## src/hw/rtl/sfd_pkg.sv

```systemverilog
// Shared types and constants for the stuffed frame deframer.
package sfd_pkg;

  localparam int unsigned ByteW = 8;
  localparam int unsigned CfgIdxW = 2;

  // Configuration register indexes.
  localparam logic [CfgIdxW-1:0] CfgStartCode = 2'd0;
  localparam logic [CfgIdxW-1:0] CfgEndCode = 2'd1;
  localparam logic [CfgIdxW-1:0] CfgEscapeCode = 2'd2;
  localparam logic [CfgIdxW-1:0] CfgEscapeMask = 2'd3;

  // Reset values of the configuration registers.
  localparam logic [ByteW-1:0] RstStartCode = 8'd2;
  localparam logic [ByteW-1:0] RstEndCode = 8'd3;
  localparam logic [ByteW-1:0] RstEscapeCode = 8'd16;
  localparam logic [ByteW-1:0] RstEscapeMask = 8'd32;

  typedef enum logic [1:0] {
    KIND_DATA  = 2'd0,
    KIND_GOOD  = 2'd1,
    KIND_BAD   = 2'd2,
    KIND_STRAY = 2'd3
  } kind_e;

  typedef struct packed {
    logic [ByteW-1:0] start_code;
    logic [ByteW-1:0] end_code;
    logic [ByteW-1:0] escape_code;
    logic [ByteW-1:0] escape_mask;
  } cfg_t;

  typedef struct packed {
    kind_e            kind;
    logic [ByteW-1:0] data;
  } res_t;

endpackage

```

## src/hw/rtl/sfd_cfg.sv

```systemverilog
// Configuration register file of the deframer.
module sfd_cfg (
  input  logic                        clk_i,
  input  logic                        rst_ni,
  input  logic                        cfg_we_i,
  input  logic [sfd_pkg::CfgIdxW-1:0] cfg_idx_i,
  input  logic [sfd_pkg::ByteW-1:0]   cfg_wdata_i,
  output sfd_pkg::cfg_t               cfg_o
);

  sfd_pkg::cfg_t cfg_q, cfg_d;

  always_comb begin
    cfg_d = cfg_q;
    if (cfg_we_i) begin
      unique case (cfg_idx_i)
        sfd_pkg::CfgStartCode:  cfg_d.start_code = cfg_wdata_i;
        sfd_pkg::CfgEndCode:    cfg_d.end_code = cfg_wdata_i;
        sfd_pkg::CfgEscapeCode: cfg_d.escape_code = cfg_wdata_i;
        sfd_pkg::CfgEscapeMask: cfg_d.escape_mask = cfg_wdata_i;
        default:                cfg_d = cfg_q;
      endcase
    end
  end

  always_ff @(posedge clk_i or negedge rst_ni) begin
    if (!rst_ni) begin
      cfg_q.start_code <= sfd_pkg::RstStartCode;
      cfg_q.end_code <= sfd_pkg::RstEndCode;
      cfg_q.escape_code <= sfd_pkg::RstEscapeCode;
      cfg_q.escape_mask <= sfd_pkg::RstEscapeMask;
    end else begin
      cfg_q <= cfg_d;
    end
  end

  assign cfg_o = cfg_q;

endmodule

```

## src/hw/rtl/sfd_fsm.sv

```systemverilog
// Frame state machine: tracks phase, length, escape; at most one result per byte.
module sfd_fsm (
  input  logic                      clk_i,
  input  logic                      rst_ni,
  input  sfd_pkg::cfg_t             cfg_i,
  input  logic                      beat_i,
  input  logic [sfd_pkg::ByteW-1:0] byte_i,
  output logic                      res_valid_o,
  output sfd_pkg::res_t             res_o
);

  typedef enum logic [3:0] {
    PH_IDLE = 4'b0001,
    PH_LEN  = 4'b0010,
    PH_DATA = 4'b0100,
    PH_END  = 4'b1000
  } phase_e;

  phase_e                    phase_q, phase_d;
  logic [sfd_pkg::ByteW-1:0] bytes_left_q, bytes_left_d;
  logic                      esc_q, esc_d;

  always_comb begin
    phase_d = phase_q;
    bytes_left_d = bytes_left_q;
    esc_d = esc_q;
    res_valid_o = 1'b0;
    res_o.kind = sfd_pkg::KIND_DATA;
    res_o.data = '0;
    if (beat_i) begin
      unique case (phase_q)
        PH_IDLE: begin
          if (byte_i == cfg_i.start_code) begin
            phase_d = PH_LEN;
          end else begin
            res_valid_o = 1'b1;
            res_o.kind = sfd_pkg::KIND_STRAY;
          end
        end
        PH_LEN: begin
          bytes_left_d = byte_i;
          esc_d = 1'b0;
          phase_d = (byte_i == '0) ? PH_END : PH_DATA;
        end
        PH_DATA: begin
          if (esc_q) begin
            res_valid_o = 1'b1;
            res_o.data = byte_i ^ cfg_i.escape_mask;
            esc_d = 1'b0;
          end else if (byte_i == cfg_i.escape_code) begin
            esc_d = 1'b1;
          end else begin
            res_valid_o = 1'b1;
            res_o.data = byte_i;
          end
          bytes_left_d = bytes_left_q - 1'b1;
          // Last stuffed byte: a dangling escape is forgotten here.
          if (bytes_left_q == sfd_pkg::ByteW'(1)) begin
            esc_d = 1'b0;
            phase_d = PH_END;
          end
        end
        PH_END: begin
          res_valid_o = 1'b1;
          res_o.kind = (byte_i == cfg_i.end_code) ? sfd_pkg::KIND_GOOD : sfd_pkg::KIND_BAD;
          esc_d = 1'b0;
          bytes_left_d = '0;
          phase_d = PH_IDLE;
        end
        default: begin
          phase_d = PH_IDLE;
        end
      endcase
    end
  end

  always_ff @(posedge clk_i or negedge rst_ni) begin
    if (!rst_ni) begin
      phase_q <= PH_IDLE;
      bytes_left_q <= '0;
      esc_q <= 1'b0;
    end else begin
      phase_q <= phase_d;
      bytes_left_q <= bytes_left_d;
      esc_q <= esc_d;
    end
  end

  // While in payload at least one stuffed byte is still owed.
  a_data_has_count: assert property (@(posedge clk_i) disable iff (!rst_ni)
    phase_q == PH_DATA |-> bytes_left_q != '0)
    else $error("payload phase with zero bytes left");

  // An escape can only be pending inside the payload.
  a_esc_in_data: assert property (@(posedge clk_i) disable iff (!rst_ni)
    esc_q |-> phase_q == PH_DATA)
    else $error("escape pending outside payload");

  // The byte after a pending escape always yields a payload byte.
  a_esc_emits: assert property (@(posedge clk_i) disable iff (!rst_ni)
    (beat_i && esc_q) |-> (res_valid_o && res_o.kind == sfd_pkg::KIND_DATA))
    else $error("escaped byte produced no payload result");

endmodule

```

## src/hw/rtl/sfd_obuf.sv

```systemverilog
// Two-entry output buffer that decouples the result stream from the input.
module sfd_obuf (
  input  logic          clk_i,
  input  logic          rst_ni,
  input  logic          push_i,
  input  sfd_pkg::res_t push_data_i,
  output logic          ready_o,
  output logic          valid_o,
  input  logic          pop_ready_i,
  output sfd_pkg::res_t data_o
);

  logic [1:0]    count_q, count_d;
  sfd_pkg::res_t slot0_q, slot0_d;
  sfd_pkg::res_t slot1_q, slot1_d;
  logic          pop;

  assign valid_o = (count_q != 2'd0);
  assign ready_o = (count_q != 2'd2);
  assign data_o = slot0_q;
  assign pop = valid_o && pop_ready_i;

  always_comb begin
    count_d = count_q;
    slot0_d = slot0_q;
    slot1_d = slot1_q;
    if (pop && push_i) begin
      if (count_q == 2'd1) begin
        slot0_d = push_data_i;
      end else begin
        slot0_d = slot1_q;
        slot1_d = push_data_i;
      end
    end else if (pop) begin
      slot0_d = slot1_q;
      count_d = count_q - 2'd1;
    end else if (push_i) begin
      if (count_q == 2'd0) begin
        slot0_d = push_data_i;
      end else begin
        slot1_d = push_data_i;
      end
      count_d = count_q + 2'd1;
    end
  end

  always_ff @(posedge clk_i or negedge rst_ni) begin
    if (!rst_ni) begin
      count_q <= '0;
    end else begin
      count_q <= count_d;
    end
  end

  always_ff @(posedge clk_i) begin
    slot0_q <= slot0_d;
    slot1_q <= slot1_d;
  end

  // A push is only ever offered while there is room for it.
  a_no_overflow: assert property (@(posedge clk_i) disable iff (!rst_ni)
    push_i |-> count_q != 2'd2)
    else $error("result pushed into a full buffer");

endmodule

```

## src/hw/rtl/stuffed_frame_deframer_core.sv

```systemverilog
// Top level of the length-prefixed, byte-stuffed frame deframer.
//
//   Channel   Direction  Beat content
//   s_axis    in         tdata[7:0] = rx_byte
//   m_axis    out        tdata[7:0] = out_byte, tuser[1:0] = out_kind
//   cfg       in         write of start_code, end_code, escape_code, escape_mask
//
// Unless stalled, one received byte is taken per cycle. Each byte runs through
// the frame state machine in the cycle it is accepted, and its result, if
// any, lands in a two-entry output buffer in the next cycle. Input stalls
// only when that buffer is full, so the sustained rate is one byte per cycle
// while the sink keeps up. Reset returns the state machine to idle and the
// configuration registers to their default codes; no clearing pass is needed.
module stuffed_frame_deframer_core (
  input  logic                        clk_i,
  input  logic                        rst_ni,
  // Received link bytes.
  input  logic                        s_axis_tvalid,
  output logic                        s_axis_tready,
  input  logic [sfd_pkg::ByteW-1:0]   s_axis_tdata,   // [7:0] rx_byte
  // Unescaped payload bytes and frame status.
  output logic                        m_axis_tvalid,
  input  logic                        m_axis_tready,
  output logic [sfd_pkg::ByteW-1:0]   m_axis_tdata,   // [7:0] out_byte
  output logic [1:0]                  m_axis_tuser,   // [1:0] out_kind
  // Configuration writes.
  input  logic                        cfg_we_i,
  input  logic [sfd_pkg::CfgIdxW-1:0] cfg_idx_i,
  input  logic [sfd_pkg::ByteW-1:0]   cfg_wdata_i
);

  sfd_pkg::cfg_t cfg;
  sfd_pkg::res_t res;
  sfd_pkg::res_t out_res;
  logic          res_valid;
  logic          in_beat;

  // A byte is consumed exactly when the handshake completes.
  assign in_beat = s_axis_tvalid && s_axis_tready;

  sfd_cfg u_cfg (
    .clk_i       (clk_i),
    .rst_ni      (rst_ni),
    .cfg_we_i    (cfg_we_i),
    .cfg_idx_i   (cfg_idx_i),
    .cfg_wdata_i (cfg_wdata_i),
    .cfg_o       (cfg)
  );

  // The state machine decodes the byte against the current codes.
  sfd_fsm u_fsm (
    .clk_i       (clk_i),
    .rst_ni      (rst_ni),
    .cfg_i       (cfg),
    .beat_i      (in_beat),
    .byte_i      (s_axis_tdata),
    .res_valid_o (res_valid),
    .res_o       (res)
  );

  // The buffer holds up to two results so the input keeps flowing while
  // a finished result waits for the sink.
  sfd_obuf u_obuf (
    .clk_i       (clk_i),
    .rst_ni      (rst_ni),
    .push_i      (res_valid),
    .push_data_i (res),
    .ready_o     (s_axis_tready),
    .valid_o     (m_axis_tvalid),
    .pop_ready_i (m_axis_tready),
    .data_o      (out_res)
  );

  assign m_axis_tdata = out_res.data;
  assign m_axis_tuser = out_res.kind;

endmodule
```

## config.mk

```make
export PLATFORM = sky130hd
export DESIGN_NAME = stuffed_frame_deframer_core
export DESIGN_NICKNAME = d
export VERILOG_FILES = /design/src/hw/rtl/sfd_pkg.sv /design/src/hw/rtl/sfd_cfg.sv /design/src/hw/rtl/sfd_fsm.sv /design/src/hw/rtl/sfd_obuf.sv /design/src/hw/rtl/stuffed_frame_deframer_core.sv
export SDC_FILE = /design/constraint.sdc
export NUM_CORES = 1
export LEC_CHECK = 0
export BUFFER_PORTS_ARGS = -buffer_cell sky130_fd_sc_hd__buf_2
export CAP_MARGIN = 20
export CORE_ASPECT_RATIO = 0.7
export CORE_MARGIN = 2
export CORE_UTILIZATION = 35
export CTS_CLUSTER_DIAMETER = 80
export DETAILED_ROUTE_END_ITERATION = 12
export PLACE_DENSITY = 0.6
export SYNTH_ARGS = -nofsm -noshare
export SYNTH_HDL_FRONTEND = slang
export SYNTH_HIERARCHICAL = 1
export SYNTH_SLANG_ARGS = --single-unit
```

## constraint.sdc

```tcl
create_clock -name clk_i -period 4.7 [get_ports clk_i]
set_input_delay 0.705 -clock clk_i [delete_from_list [all_inputs] [get_ports clk_i]]
set_output_delay 0.705 -clock clk_i [all_outputs]
set_load 0.03 [all_outputs]
```

==> impl_table.tex <==
\begin{tabular}{lr}
\hline
Metric & Value \\
\hline
\multicolumn{2}{l}{\textbf{Outcome}} \\
Run status & finished, final reports clean \\
\multicolumn{2}{l}{\textbf{Die}} \\
Floorplan core area & 10200 um2 \\
Number of rows in the core area & 31 \\
Die Y & 89.1 um \\
I/O Pins & 35 \\
Starting Density & 35.5\% \\
Die X-Extent & 126 um \\
Full die area & 11200 um2 \\
\multicolumn{2}{l}{\textbf{Timing}} \\
Count of pins over their slew limit & 0 \\
Count of endpoints failing hold in the final timing report & 0 \\
RSZ-0062 raised after global routing & no \\
Post-Route Setup TNS & 0 ns \\
Period utilisation layout & 60.8\% \\
Transition at the pin with the smallest max-transition slack & 0.795 ns \\
Min cycle time layout & 2.86 ns \\
Worst Skew & 0.00420 ns \\
Worst hold-check slack & 0.246 ns \\
Maximum clock frequency & 350 MHz \\
Worst slew margin relative to its limit & 46.8\% \\
Worst setup margin & 1.84 ns \\
Count of final setup violators & 0 \\
\multicolumn{2}{l}{\textbf{Route}} \\
Total iterations of the first detailed-routing run & 4 \\
Routed vias & 2437 \\
Ratio of routed vias to standard cells & 5.10 \\
Remaining number of nets flagged by the antenna check after routing & 0 \\
Routed wire length per instance & 16.5 um \\
Detailed-route DRC error count & 0 \\
Total Routed Length & 7870 um \\
Starting DRT DRC Count & 180 \\
\multicolumn{2}{l}{\textbf{GRT}} \\
Gr usage total & 15.4\% \\
Wire length of the first global-routing pass & 13100 um \\
Number of global-route vias before repair & 2442 \\
Maximum number of pins on one net before global-route repair & 48 \\
Global-route congestion overflow total & 0 \\
Antenna violations before repair & 0 \\
\multicolumn{2}{l}{\textbf{Power}} \\
Sw power & 0.000762 W \\
Post-layout total power & 0.00235 W \\
Cell Int Power & 0.00159 W \\
Combinational group share of total power & 28.3\% \\
Clk pwr share & 32.5\% \\
Worst VDD drop & 0.000188 V \\
Leakage & 1.70 nW \\
Share of power burned in registers & 39.2\% \\
Sw Ratio & 32.4\% \\
Total power density per cell area & 560 nW/um2 \\
\multicolumn{2}{l}{\textbf{Job}} \\
Max Cap Viol & 0 \\
\multicolumn{2}{l}{\textbf{Worst setup path}} \\
Critical path capture point type & flop \\
Number of buffers and inverters on the critical path & 0 \\
Startpoint types & flop \\
Signal arrival time at the worst endpoint & 2.94 ns \\
R2R Setup Slk & 1.84 ns \\
Required time at the worst-slack endpoint & 4.79 ns \\
Largest incremental delay on the critical path & 0.65 ns \\
Kind of cell adding the most delay to the critical path & simple AND/OR/NAND/NOR gates \\
Biggest fanout along the worst timing path & 10 \\
Setup Crit Path Kind & reg2reg \\
Cell with the biggest individual delay on the critical path & sky130\_fd\_sc\_hd\_\_a31oi\_1 \\
Cells along the critical path & nor4b\_2 > nand2\_1 > a31oi\_1 > nand2\_1 > nand2\_2 > mux2\_2 \\
Library cell appearing most often on the critical path & sky130\_fd\_sc\_hd\_\_nand2\_1 \\
\multicolumn{2}{l}{\textbf{Yosys}} \\
Async set-or-reset flop fraction in the synthesized netlist & 70.1\% \\
Nets in the synthesized netlist & 339 \\
Number of warnings reported in the yosys synthesis log & 6 \\
Main synth FF type & sky130\_fd\_sc\_hd\_\_dfrtp\_1 \\
Synthesis-stage register bit count & 67 \\
Number of enable flip-flop cells after synthesis & 20 \\
Post-synthesis sequential area ratio & 49.2\% \\
Number of library cell types mapped by synthesis & 53 \\
Cell Area, Synth & 3620 um2 \\
Mean area per synthesized cell & 11.7 um2 \\
Count of mapped cells out of synthesis & 310 \\
\multicolumn{2}{l}{\textbf{Clock network}} \\
Post-CTS setup-driven buffer insertion count & 0 \\
Worst skew pair latency & 0.34 ns \\
Total number of H-tree levels & 3 \\
Number of buffers added by the clock tree synthesis step & 9 \\
CTS Root Cell & sky130\_fd\_sc\_hd\_\_clkbuf\_16 \\
Clock tree from TritonCTS & built \\
Maximum clock path buffer count & 2 \\
Cts repair resizes & 0 \\
Clock transition at the registers of the reported paths & 0.06 ns \\
CTS Sinks & 67 \\
CTS Hold Buffers Added & 0 \\
\multicolumn{2}{l}{\textbf{Layout}} \\
Area occupied by multi-input gates & 1650 um2 \\
Highest-count cells in the layout ignoring fill and taps & 41 x sky130\_fd\_sc\_hd\_\_dfrtp\_1, 37 x sky130\_fd\_sc\_hd\_\_mux2\_2, 34 x sky130\_fd\_sc\_hd\_\_buf\_2, 22 x sky130\_fd\_sc\_hd\_\_nand2\_1, 20 x sky130\_fd\_sc\_hd\_\_edfxtp\_1 \\
Area growth from synthesis to final layout & 15.8\% \\
Finished Core Util & 41.1\% \\
Net count of the finished layout & 370 \\
Fill count & 991 \\
Number of antenna cells inserted & 0 \\
Area occupied by registers & 1780 um2 \\
Fraction of final layout cells with drive strength greater than 1 & 35.0\% \\
Most frequent standard cell in the layout excluding fill and tap cells & sky130\_fd\_sc\_hd\_\_dfrtp\_1 \\
\multicolumn{2}{l}{\textbf{Worst hold path}} \\
HP Class & in2async \\
\multicolumn{2}{l}{\textbf{Placement}} \\
Worst slack at placement & 1.52 ns \\
HPWL after DPL & 5660 um \\
Final RePlAce weighted congestion & 0.772 \\
IO buf count & 34 \\
\hline
\end{tabular}
==> cell type report <==
type,count,share of cell area (%)
Clock inverter,7,2.74
Multi-Input combinational cell,213,39.4
Timing Repair Buffer,37,4.89
Inverter,13,1.16
Sequential cell,67,42.5
Clock buffer,9,5.37
Tap cell,132,3.94
==> worst paths after layout <==
kind | startpoint | endpoint | cells past startpoint
setup / recovery | u_fsm/phase_q[1]$_DFFE_PN0P_ | u_obuf/data_o[2]$_DFFE_PP_ | 6
setup reg to reg | u_fsm/phase_q[1]$_DFFE_PN0P_ | u_obuf/data_o[2]$_DFFE_PP_ | 6
hold / removal | rst_ni | u_fsm/bytes_left_q[0]$_DFFE_PN0P_ | 1
min in group clk_i | u_fsm/bytes_left_q[7]$_DFFE_PN0P_ | u_fsm/bytes_left_q[7]$_DFFE_PN0P_ | 2
max in group asynchronous | rst_ni | u_cfg/cfg_o[25]$_DFFE_PN1P_ | 2
hold reg to reg | u_fsm/bytes_left_q[7]$_DFFE_PN0P_ | u_fsm/bytes_left_q[7]$_DFFE_PN0P_ | 2
==> sequential cells by signal (all words and copies together), names as in the netlist <==
signal	count
u_fsm/bytes_left_q	8
u_fsm/esc_q	1
u_obuf/count_q	2
u_obuf/data_o	10
u_obuf/slot1_q	10
u_cfg/cfg_o	32
u_fsm/phase_q	4
==> metal layers <==
layer	share of wire [%]	GRT usage, %	up-vias
met2	43	22.6	60
met5	0	0	-
met3	5.3	4.85	9
li1	-	-	1176
met1	50	21.9	1192
met4	1.1	4.95	0
==> power by group through the flow <==
| stage | sequential [W] | combinational (W) | clock [W] |
|---|---|---|---|
| CTS | 0.000922 | 0.000662 | 0.000782 |
| finish | 0.000922 | 0.000664 | 0.000763 |
| global route | 0.000947 | 0.000742 | 0.000807 |
| global placement | 0.000927 | 0.000653 | 0 |
| detailed placement | 0.000933 | 0.000657 | 0 |
| floorplan | 0.000943 | 0.000493 | 0 |
==> through the flow <==
step / instances / cell area [um2]
after floorplan: 310 / 3620
after global placement: 460 / 3830
after detailed placement: 460 / 3830
after CTS: 476 / 4170
after global routing: 478 / 4200
final: 478 / 4200
==> synthesized netlist by cell type, types with 6 or more instances <==
| library cell | count | area, um2 |
|---|---|---|
| sky130_fd_sc_hd__or2_2 | 8 | 50.1 |
| sky130_fd_sc_hd__dfrtp_1 | 41 | 1030 |
| sky130_fd_sc_hd__nor4_1 | 7 | 43.8 |
| sky130_fd_sc_hd__dfstp_2 | 6 | 158 |
| sky130_fd_sc_hd__nand3_1 | 13 | 65.1 |
| sky130_fd_sc_hd__nor2_1 | 10 | 37.5 |
| sky130_fd_sc_hd__buf_2 | 8 | 40.0 |
| sky130_fd_sc_hd__buf_6 | 8 | 90.1 |
| sky130_fd_sc_hd__xor2_1 | 10 | 87.6 |
| sky130_fd_sc_hd__nand2_1 | 22 | 82.6 |
| sky130_fd_sc_hd__edfxtp_1 | 20 | 601 |
| sky130_fd_sc_hd__inv_1 | 13 | 48.8 |
| sky130_fd_sc_hd__a21oi_1 | 18 | 90.1 |
| sky130_fd_sc_hd__xnor2_1 | 14 | 123 |
| sky130_fd_sc_hd__o21ai_0 | 10 | 50.1 |
| sky130_fd_sc_hd__ha_1 | 6 | 75.1 |
| sky130_fd_sc_hd__mux2_2 | 37 | 417 |
==> kinds of logic (layout without fill, tap and decap cells) <==
logic type / after synthesis / after routing / synth area share (%)
buffers and inverters: 30 / 66 / 5.15
muxes: 42 / 42 / 13.1
and+or+nand+nor: 86 / 86 / 14.2
AOI/OAI and AO/OA: 51 / 51 / 8.74
xor gates and xnor gates: 28 / 28 / 7.60
DFF: 67 / 67 / 49.2
adders and majority gates: 6 / 6 / 2.07
Note: power is estimated with default switching activity, not from simulation.
